<file path="src/rtl/u8srd_pkg.sv">
// ----------------------------------------------------------------------------
// UTF-8 script range detector package
// Shared constants, the script range table and the types that pass between
// the modules of the detector.
// ----------------------------------------------------------------------------
package u8srd_pkg;

    localparam int unsigned RangeCount = 18;

    typedef logic [20:0] t_code_point;
    typedef logic [15:0] t_position;
    typedef logic [1:0]  t_cont_count;

    localparam t_position PosMax          = 16'hFFFF;
    localparam t_position CheckLimitReset = 16'd2048;

    // Lead byte patterns: the byte masked with LeadMaskN equals LeadTagN.
    localparam logic [7:0] LeadMask2 = 8'hE0;
    localparam logic [7:0] LeadTag2  = 8'hC0;
    localparam logic [7:0] LeadMask3 = 8'hF0;
    localparam logic [7:0] LeadTag3  = 8'hE0;
    localparam logic [7:0] LeadMask4 = 8'hF8;
    localparam logic [7:0] LeadTag4  = 8'hF0;

    localparam t_cont_count ContNone  = 2'd0;
    localparam t_cont_count ContOne   = 2'd1;
    localparam t_cont_count ContTwo   = 2'd2;
    localparam t_cont_count ContThree = 2'd3;

    // Inclusive bounds of the listed scripts: CJK, hiragana, katakana, Arabic,
    // Cyrillic, Hebrew, Thai, the Indic blocks, Hangul jamo and syllables.
    localparam t_code_point RangeLo [RangeCount] = '{
        21'h04e00, 21'h03040, 21'h030a0, 21'h00600, 21'h00400, 21'h00590,
        21'h00e00, 21'h00900, 21'h00980, 21'h00a00, 21'h00a80, 21'h00b00,
        21'h00b80, 21'h00c00, 21'h00c80, 21'h00d00, 21'h01100, 21'h0ac00
    };
    localparam t_code_point RangeHi [RangeCount] = '{
        21'h09fff, 21'h0309f, 21'h030ff, 21'h006ff, 21'h004ff, 21'h005ff,
        21'h00e7f, 21'h0097f, 21'h009ff, 21'h00a7f, 21'h00aff, 21'h00b7f,
        21'h00bff, 21'h00c7f, 21'h00cff, 21'h00d7f, 21'h011ff, 21'h0d7a3
    };

    // One byte moving from the input register into the decoder.
    typedef struct packed {
        logic       valid;
        logic [7:0] data_byte;
        logic       end_of_doc;
    } t_step;

    // End-of-document result leaving the decoder.
    typedef struct packed {
        logic valid;
        logic non_english_found;
    } t_result;

endpackage

</file>
<file path="src/rtl/u8srd_if.sv">
// ----------------------------------------------------------------------------
// UTF-8 script range detector channels
// Valid/ready channels for document bytes, results and the limit register.
// ----------------------------------------------------------------------------
interface u8srd_byte_if;
    logic       valid;
    logic       ready;
    logic [7:0] data_byte;
    logic       end_of_doc;

    modport source (output valid, output data_byte, output end_of_doc, input ready);
    modport sink   (input valid, input data_byte, input end_of_doc, output ready);
endinterface

interface u8srd_flag_if;
    logic valid;
    logic ready;
    logic non_english_found;

    modport source (output valid, output non_english_found, input ready);
    modport sink   (input valid, input non_english_found, output ready);
endinterface

interface u8srd_cfg_if;
    logic        valid;
    logic        ready;
    logic [15:0] check_limit;

    modport source (output valid, output check_limit, input ready);
    modport sink   (input valid, input check_limit, output ready);
endinterface

</file>
<file path="src/rtl/u8srd_range_match.sv">
// ----------------------------------------------------------------------------
// UTF-8 script range matcher
// Compares one code point against every listed script range in parallel.
// ----------------------------------------------------------------------------
module u8srd_range_match (
    input  u8srd_pkg::t_code_point i_code_point,
    output logic                   o_hit
);

    logic [u8srd_pkg::RangeCount-1:0] range_hit;

    always_comb begin
        for (int k = 0; k < u8srd_pkg::RangeCount; k++) begin
            range_hit[k] = (i_code_point >= u8srd_pkg::RangeLo[k]) &&
                           (i_code_point <= u8srd_pkg::RangeHi[k]);
        end
    end

    assign o_hit = |range_hit;

endmodule

</file>
<file path="src/rtl/u8srd_decode.sv">
// ----------------------------------------------------------------------------
// UTF-8 script range decoder
// Holds the per-document decode state and folds in one byte per cycle.
// ----------------------------------------------------------------------------
module u8srd_decode (
    input  logic                   i_clk,
    input  logic                   i_rst_n,
    input  u8srd_pkg::t_position   i_check_limit,
    input  u8srd_pkg::t_step       i_step,
    output u8srd_pkg::t_result     o_result
);

    u8srd_pkg::t_position   r_pos,     n_pos;
    u8srd_pkg::t_cont_count r_cont,    n_cont;
    u8srd_pkg::t_code_point r_partial, n_partial;
    logic                   r_match,   n_match;

    logic                   in_window;
    logic                   completes;
    logic                   hit;
    u8srd_pkg::t_code_point cp_next;

    assign in_window = r_pos < i_check_limit;
    assign cp_next   = {r_partial[14:0], i_step.data_byte[5:0]};
    assign completes = in_window && (r_cont == u8srd_pkg::ContOne);

    u8srd_range_match u_match (
        .i_code_point (cp_next),
        .o_hit        (hit)
    );

    always_comb begin
        n_pos     = r_pos;
        n_cont    = r_cont;
        n_partial = r_partial;
        n_match   = r_match;
        if (i_step.valid) begin
            if (in_window) begin
                if (r_cont != u8srd_pkg::ContNone) begin
                    n_partial = cp_next;
                    n_cont    = r_cont - 2'd1;
                    if (completes && hit) begin
                        n_match = 1'b1;
                    end
                end else if ((i_step.data_byte & u8srd_pkg::LeadMask2) ==
                             u8srd_pkg::LeadTag2) begin
                    n_partial = {16'd0, i_step.data_byte[4:0]};
                    n_cont    = u8srd_pkg::ContOne;
                end else if ((i_step.data_byte & u8srd_pkg::LeadMask3) ==
                             u8srd_pkg::LeadTag3) begin
                    n_partial = {17'd0, i_step.data_byte[3:0]};
                    n_cont    = u8srd_pkg::ContTwo;
                end else if ((i_step.data_byte & u8srd_pkg::LeadMask4) ==
                             u8srd_pkg::LeadTag4) begin
                    n_partial = {18'd0, i_step.data_byte[2:0]};
                    n_cont    = u8srd_pkg::ContThree;
                end
            end
            if (r_pos != u8srd_pkg::PosMax) begin
                n_pos = r_pos + 16'd1;
            end
            if (i_step.end_of_doc) begin
                n_pos     = '0;
                n_cont    = u8srd_pkg::ContNone;
                n_partial = '0;
                n_match   = 1'b0;
            end
        end
    end

    always_ff @(posedge i_clk) begin
        if (!i_rst_n) begin
            r_pos     <= '0;
            r_cont    <= u8srd_pkg::ContNone;
            r_partial <= '0;
            r_match   <= 1'b0;
        end else begin
            r_pos     <= n_pos;
            r_cont    <= n_cont;
            r_partial <= n_partial;
            r_match   <= n_match;
        end
    end

    assign o_result.valid             = i_step.valid && i_step.end_of_doc;
    assign o_result.non_english_found = r_match || (completes && hit);

    a_clear_after_last : assert property (@(posedge i_clk) disable iff (!i_rst_n)
        i_step.valid && i_step.end_of_doc |=>
            r_pos == '0 && r_cont == u8srd_pkg::ContNone && !r_match)
        else $error("decode state not cleared after the last byte");

    a_pos_advance : assert property (@(posedge i_clk) disable iff (!i_rst_n)
        i_step.valid && !i_step.end_of_doc && r_pos != u8srd_pkg::PosMax |=>
            r_pos == $past(r_pos) + 16'd1)
        else $error("byte position did not advance by one");

    a_match_sticky : assert property (@(posedge i_clk) disable iff (!i_rst_n)
        r_match && !(i_step.valid && i_step.end_of_doc) |=> r_match)
        else $error("match flag dropped inside a document");

endmodule

</file>
<file path="src/rtl/utf8_script_range_detector_core.sv">
// ----------------------------------------------------------------------------
// UTF-8 script range detector core
// Scans the leading bytes of a document for code points in listed scripts.
// ----------------------------------------------------------------------------
// The block takes one document byte per clock cycle without pause, as long as
// results are taken when offered. Each accepted byte is held in an input
// register. When it is folded in, a single stage of decode logic (lead byte
// recognition, the six-bit shift of a continuation byte and eighteen parallel
// range compares) updates the document state. On the byte marked as last, the
// flag is written into the result register at the end of that cycle. The flag
// is therefore offered only from the result register, once its last byte has
// passed through the input register and has been folded in. The
// input register and the result register are parted: a pending result holds
// back only a following last byte, and the bytes queued behind it, never the
// ordinary bytes before it. The scan window comes from the check_limit
// register, which resets to 2048 and is written through its own channel,
// always ready. A write applies from the next byte that is folded in, so it
// should only be made between documents.
// ----------------------------------------------------------------------------
module utf8_script_range_detector_core (
    input  logic    i_clk,
    input  logic    i_rst_n,
    u8srd_cfg_if.sink    i_cfg,
    u8srd_byte_if.sink   i_byte,
    u8srd_flag_if.source o_flag
);

    // Window length, taken from the configuration channel.
    u8srd_pkg::t_position r_check_limit;

    // Input register holding one accepted byte request.
    logic       r_in_valid;
    logic [7:0] r_in_byte;
    logic       r_in_last;

    // Result register towards the output channel.
    logic r_out_valid;
    logic r_out_flag;

    logic                 fire;
    u8srd_pkg::t_step     step;
    u8srd_pkg::t_result   result;

    // A held byte is folded in when it produces no result, or when the
    // result register is empty or being emptied in this cycle.
    assign fire = r_in_valid && (!r_in_last || !r_out_valid || o_flag.ready);

    assign i_byte.ready = !r_in_valid || fire;
    assign i_cfg.ready  = 1'b1;

    always_ff @(posedge i_clk) begin
        if (!i_rst_n) begin
            r_check_limit <= u8srd_pkg::CheckLimitReset;
        end else if (i_cfg.valid) begin
            r_check_limit <= i_cfg.check_limit;
        end
    end

    always_ff @(posedge i_clk) begin
        if (!i_rst_n) begin
            r_in_valid <= 1'b0;
        end else if (i_byte.ready) begin
            r_in_valid <= i_byte.valid;
        end
    end

    always_ff @(posedge i_clk) begin
        if (i_byte.valid && i_byte.ready) begin
            r_in_byte <= i_byte.data_byte;
            r_in_last <= i_byte.end_of_doc;
        end
    end

    assign step.valid      = fire;
    assign step.data_byte  = r_in_byte;
    assign step.end_of_doc = r_in_last;

    u8srd_decode u_decode (
        .i_clk         (i_clk),
        .i_rst_n       (i_rst_n),
        .i_check_limit (r_check_limit),
        .i_step        (step),
        .o_result      (result)
    );

    always_ff @(posedge i_clk) begin
        if (!i_rst_n) begin
            r_out_valid <= 1'b0;
        end else if (result.valid) begin
            r_out_valid <= 1'b1;
        end else if (o_flag.ready) begin
            r_out_valid <= 1'b0;
        end
    end

    always_ff @(posedge i_clk) begin
        if (result.valid) begin
            r_out_flag <= result.non_english_found;
        end
    end

    assign o_flag.valid             = r_out_valid;
    assign o_flag.non_english_found = r_out_flag;

    // A last byte that is folded in must leave a result behind.
    a_last_gives_result : assert property (@(posedge i_clk) disable iff (!i_rst_n)
        fire && r_in_last |=> r_out_valid)
        else $error("last byte processed without a result");

    // A result that waits must never be overwritten by the next document.
    a_no_overwrite : assert property (@(posedge i_clk) disable iff (!i_rst_n)
        r_out_valid && !o_flag.ready |-> !(fire && r_in_last))
        else $error("pending result overwritten");

    // A held byte that is neither folded in nor replaced stays in place.
    a_held_byte_kept : assert property (@(posedge i_clk) disable iff (!i_rst_n)
        r_in_valid && !fire |=> r_in_valid && $stable(r_in_byte) && $stable(r_in_last))
        else $error("held byte lost while stalled");

endmodule

</file>
<file path="src/flat_wrapper.sv">
// flat-port wrapper written by rule: the top's interface ports become plain ports
module utf8_script_range_detector_core_flat 
  (i_clk, i_rst_n, i_cfg_valid, i_cfg_check_limit, i_cfg_ready, i_byte_valid, i_byte_data_byte, i_byte_end_of_doc, i_byte_ready, o_flag_valid, o_flag_non_english_found, o_flag_ready);
  u8srd_cfg_if i_cfg_i ();
  u8srd_byte_if i_byte_i ();
  u8srd_flag_if o_flag_i ();
  input  logic i_clk;
  input  logic i_rst_n;
  input wire logic [$bits(i_cfg_i.valid)-1:0] i_cfg_valid;
  input wire logic [$bits(i_cfg_i.check_limit)-1:0] i_cfg_check_limit;
  output wire logic [$bits(i_cfg_i.ready)-1:0] i_cfg_ready;
  input wire logic [$bits(i_byte_i.valid)-1:0] i_byte_valid;
  input wire logic [$bits(i_byte_i.data_byte)-1:0] i_byte_data_byte;
  input wire logic [$bits(i_byte_i.end_of_doc)-1:0] i_byte_end_of_doc;
  output wire logic [$bits(i_byte_i.ready)-1:0] i_byte_ready;
  output wire logic [$bits(o_flag_i.valid)-1:0] o_flag_valid;
  output wire logic [$bits(o_flag_i.non_english_found)-1:0] o_flag_non_english_found;
  input wire logic [$bits(o_flag_i.ready)-1:0] o_flag_ready;
  assign i_cfg_i.valid = i_cfg_valid;
  assign i_cfg_i.check_limit = i_cfg_check_limit;
  assign i_cfg_ready = i_cfg_i.ready;
  assign i_byte_i.valid = i_byte_valid;
  assign i_byte_i.data_byte = i_byte_data_byte;
  assign i_byte_i.end_of_doc = i_byte_end_of_doc;
  assign i_byte_ready = i_byte_i.ready;
  assign o_flag_valid = o_flag_i.valid;
  assign o_flag_non_english_found = o_flag_i.non_english_found;
  assign o_flag_i.ready = o_flag_ready;
  utf8_script_range_detector_core u_core (.i_clk(i_clk), .i_rst_n(i_rst_n), .i_cfg(i_cfg_i), .i_byte(i_byte_i), .o_flag(o_flag_i));
endmodule
</file>
<file path="config.mk">
export PLATFORM = sky130hd
export DESIGN_NAME = utf8_script_range_detector_core_flat
export DESIGN_NICKNAME = d
export VERILOG_FILES = /design/src/rtl/u8srd_pkg.sv /design/src/rtl/u8srd_if.sv /design/src/rtl/u8srd_range_match.sv /design/src/rtl/u8srd_decode.sv /design/src/rtl/utf8_script_range_detector_core.sv /design/src/flat_wrapper.sv
export SDC_FILE = /design/constraint.sdc
export NUM_CORES = 1
export LEC_CHECK = 0
export BUFFER_PORTS_ARGS = -buffer_cell sky130_fd_sc_hd__buf_2
export CAP_MARGIN = 25
export CORE_UTILIZATION = 59
export CTS_CLUSTER_DIAMETER = 120
export CTS_CLUSTER_SIZE = 16
export DETAILED_ROUTE_END_ITERATION = 7
export PLACE_DENSITY = 0.78
export SYNTH_ARGS = -nofsm -noshare
export SYNTH_HDL_FRONTEND = slang
export SYNTH_HIERARCHICAL = 1
export SYNTH_SLANG_ARGS = --single-unit
</file>
<file path="constraint.sdc">
create_clock -name i_clk -period 3.1 [get_ports i_clk]
set_clock_uncertainty 0.2 [all_clocks]
set_input_delay 0.62 -clock i_clk [delete_from_list [all_inputs] [get_ports i_clk]]
set_output_delay 0.62 -clock i_clk [all_outputs]
set_load 0.01 [all_outputs]
</file>
==> flow_summary.ini <==
[outcome]
status = finished, final reports clean

[synth]
synth-seq-cells = 62
synth_area_leaders = dfxtp_1 31%, edfxtp_1 9.0%, ha_1 6.0%, mux2i_1 4.8%, nor2b_1 3.9%
synth_area_mm2 = 0.00333
ys_seq_area_frac = 0.403
synthFlopType = dfxtp_1
ys_warn_count = 6
yosysTopAreaCell = dfxtp_1
synth-async-reset-ratio = 0
synth_commonest_cells = 52 x dfxtp_1, 25 x inv_1, 25 x nor2_1
synth_fp_nets = 397
yosysMostFrequentCell = dfxtp_1
avgSynthCellArea_um2 = 9.49
synth_top_area_share = 0.313
synth_edf_count = 10
netlist_instances = 351
synth_cell_types = 63

[sta]
finalCritPeriodShare = 0.875
finalSetupViolCount = 0
max_slew_margin = 0.602
clock.fmax_mhz = 369
drv_slew = 0
tns_ns = 0
rsz0062_at_grt = no
period_needed_ns = 2.71
worst_pin_slew_ns = 0.594
finalHoldViolations = 0
whs_ns = 0.260

[cts]
hold_buffers = 0
cts-root-buf = clkbuf_8
clk_pin_slew_ns = 0.06
cts.sinks = 62
numCtsBuffers = 9
clock_latency_ns = 0.33
ctsLongestPathBuffers = 2
htree_levels = 3
cts_setup_buffers = 0
post_cts_resize_count = 0
tritoncts = done

[route]
vias_per_cell = 5.87
drt-initial-drc-count = 265
routed_wl_um = 6420
num_vias = 2681
dr.pass1.iters = 4
drc_errors = 0
ant_nets = 0
post_drt_wl_per_cell_um = 14.1

[die]
core-area_mm2 = 0.00527
dieArea_mm2 = 0.00595
num_rows = 26
io_pins = 34
die_h_um = 77.1
die_x_um = 77.1
initial_core_util = 0.632

[worst_setup_path]
cp-start-kind = flop
end_kind = flop
arrival_ns = 2.78
crit_path_max_fanout = 10
r2r_slack_ns = 0.39
path_class = flop to flop
required_ns = 3.17

[layout]
fillCellCount = 426
diodes = 0
final_util = 0.699
final_cells = 457
design_area_mm2 = 0.00368
multiInputGateArea_mm2 = 0.00180
nNetsFinal = 429
synthToLayoutAreaGrowth_pct = 10.6
drive_above_1_share = 0.158
seqCellArea_mm2 = 0.00134

[grt]
gr-usage-all-layers = 0.237
grt_pass1_wl_um = 11100
grt_max_degree = 33
antenna_found_initial = 0
first_global_vias = 2447
overflow = 0

[place]
placedCellCount = 442
dp_hpwl_um = 4620
port_buffers = 32
place_area_mm2 = 0.00352
gp_congestion = 0.833

[power]
power_density_mw_per_mm2 = 451
p_leak_nw = 1.50
vdd.ir_drop.worst_uv = 305

[run]
drv_cap = 0

[min_path]
min_path_type = input pin to flop
[critical path: stages, from the launching register on]
cell and delay (ns):
dfxtp_1 0.45, ha_1 0.30, a211oi_1 0.24, nor2_1 0.11, nor4_4 0.38, nand2_1 0.19, nor3_2 0.56, a22o_1 0.23
[state kept, by name, summed over array words and instances (netlist names)]
signal	flops
u_core/u_decode/r_partial	15
u_core/u_decode/r_pos	16
u_core/u_decode/r_cont	2
u_core/u_decode/r_match	1
u_core/r_in_last	1
u_core/r_check_limit	16
u_core/o_flag.non_english_found	1
u_core/r_in_valid	1
u_core/r_in_byte	8
u_core/o_flag.valid	1
[cell families after synthesis]
kind of cell	count (synthesis)	share of synthesized area
simple gates	138	0.248
compound gates	65	0.150
flops	62	0.403
buf+inv	40	0.0556
fa+ha+maj	16	0.0601
mux	16	0.0481
xor+xnor	13	0.0342
other cells	1	0.00113
[path summary, 6_finish.rpt]
kind | from | to | depth (start not counted)
max | u_core/u_decode/r_pos[13] | u_core/u_decode/r_partial[12] | 7
min | i_byte_data_byte[6] | u_core/r_in_byte[6] | 1
max reg2reg | u_core/u_decode/r_pos[13] | u_core/u_decode/r_partial[12] | 7
min reg2reg | u_core/u_decode/r_partial[13] | u_core/u_decode/r_partial[13] | 1
[cell usage in the layout (no fill, tap or decap), types with 3 or more instances in the layout]
cell type / instances
a21boi_0: 3
a21oi_1: 11
a22o_1: 10
a311o_1: 3
and4b_1: 4
buf_2: 32
buf_4: 4
clkbuf_8: 10
dfxtp_1: 52
edfxtp_1: 10
ha_1: 16
inv_1: 25
mux2i_1: 16
nand2_1: 19
nand3_1: 11
nand4_1: 14
nor2_1: 25
nor2b_1: 21
nor3_1: 5
nor3b_1: 4
nor4_1: 5
o211ai_1: 4
o21ai_0: 10
o31ai_1: 3
or3_1: 4
or4_1: 3
xor2_1: 12
[final cells by class]
cell class | instances | area share
Clock buffer | 11 | 0.0384
Clock inverter | 4 | 0.00680
Inverter | 25 | 0.0255
Multi-Input combinational cell | 249 | 0.490
Sequential cell | 62 | 0.364
Tap cell | 70 | 0.0238
Timing Repair Buffer | 36 | 0.0516
[stage by stage]
step / total power, mW / setup slack, ns
after global placement: 1.07 / 0.582
after floorplan: 1.03 / 0.712
final: 1.66 / 0.388
after CTS: 1.68 / 0.375
after detailed placement: 1.07 / 0.412
after global routing: 1.74 / 0.155
[metal layers]
metal / wire length [um] / part of all wire / global-route usage / vias to the layer above
met3: 321 / 0.050 / 0.0631 / 6
li1: - / - / - / 1358
met2: 2890 / 0.45 / 0.361 / 61
met5: 0 / 0 / 0 / -
met4: 80 / 0.012 / 0.0887 / 0
met1: 3130 / 0.49 / 0.319 / 1256
[power by group]
| part | internal (mW) | switching, mW |
|---|---|---|
| clock network | 0.304 | 0.297 |
| logic | 0.0793 | 0.0999 |
| registers | 0.850 | 0.0306 |
| total | 1.23 | 0.428 |
Power figures use the tool's default switching activity.
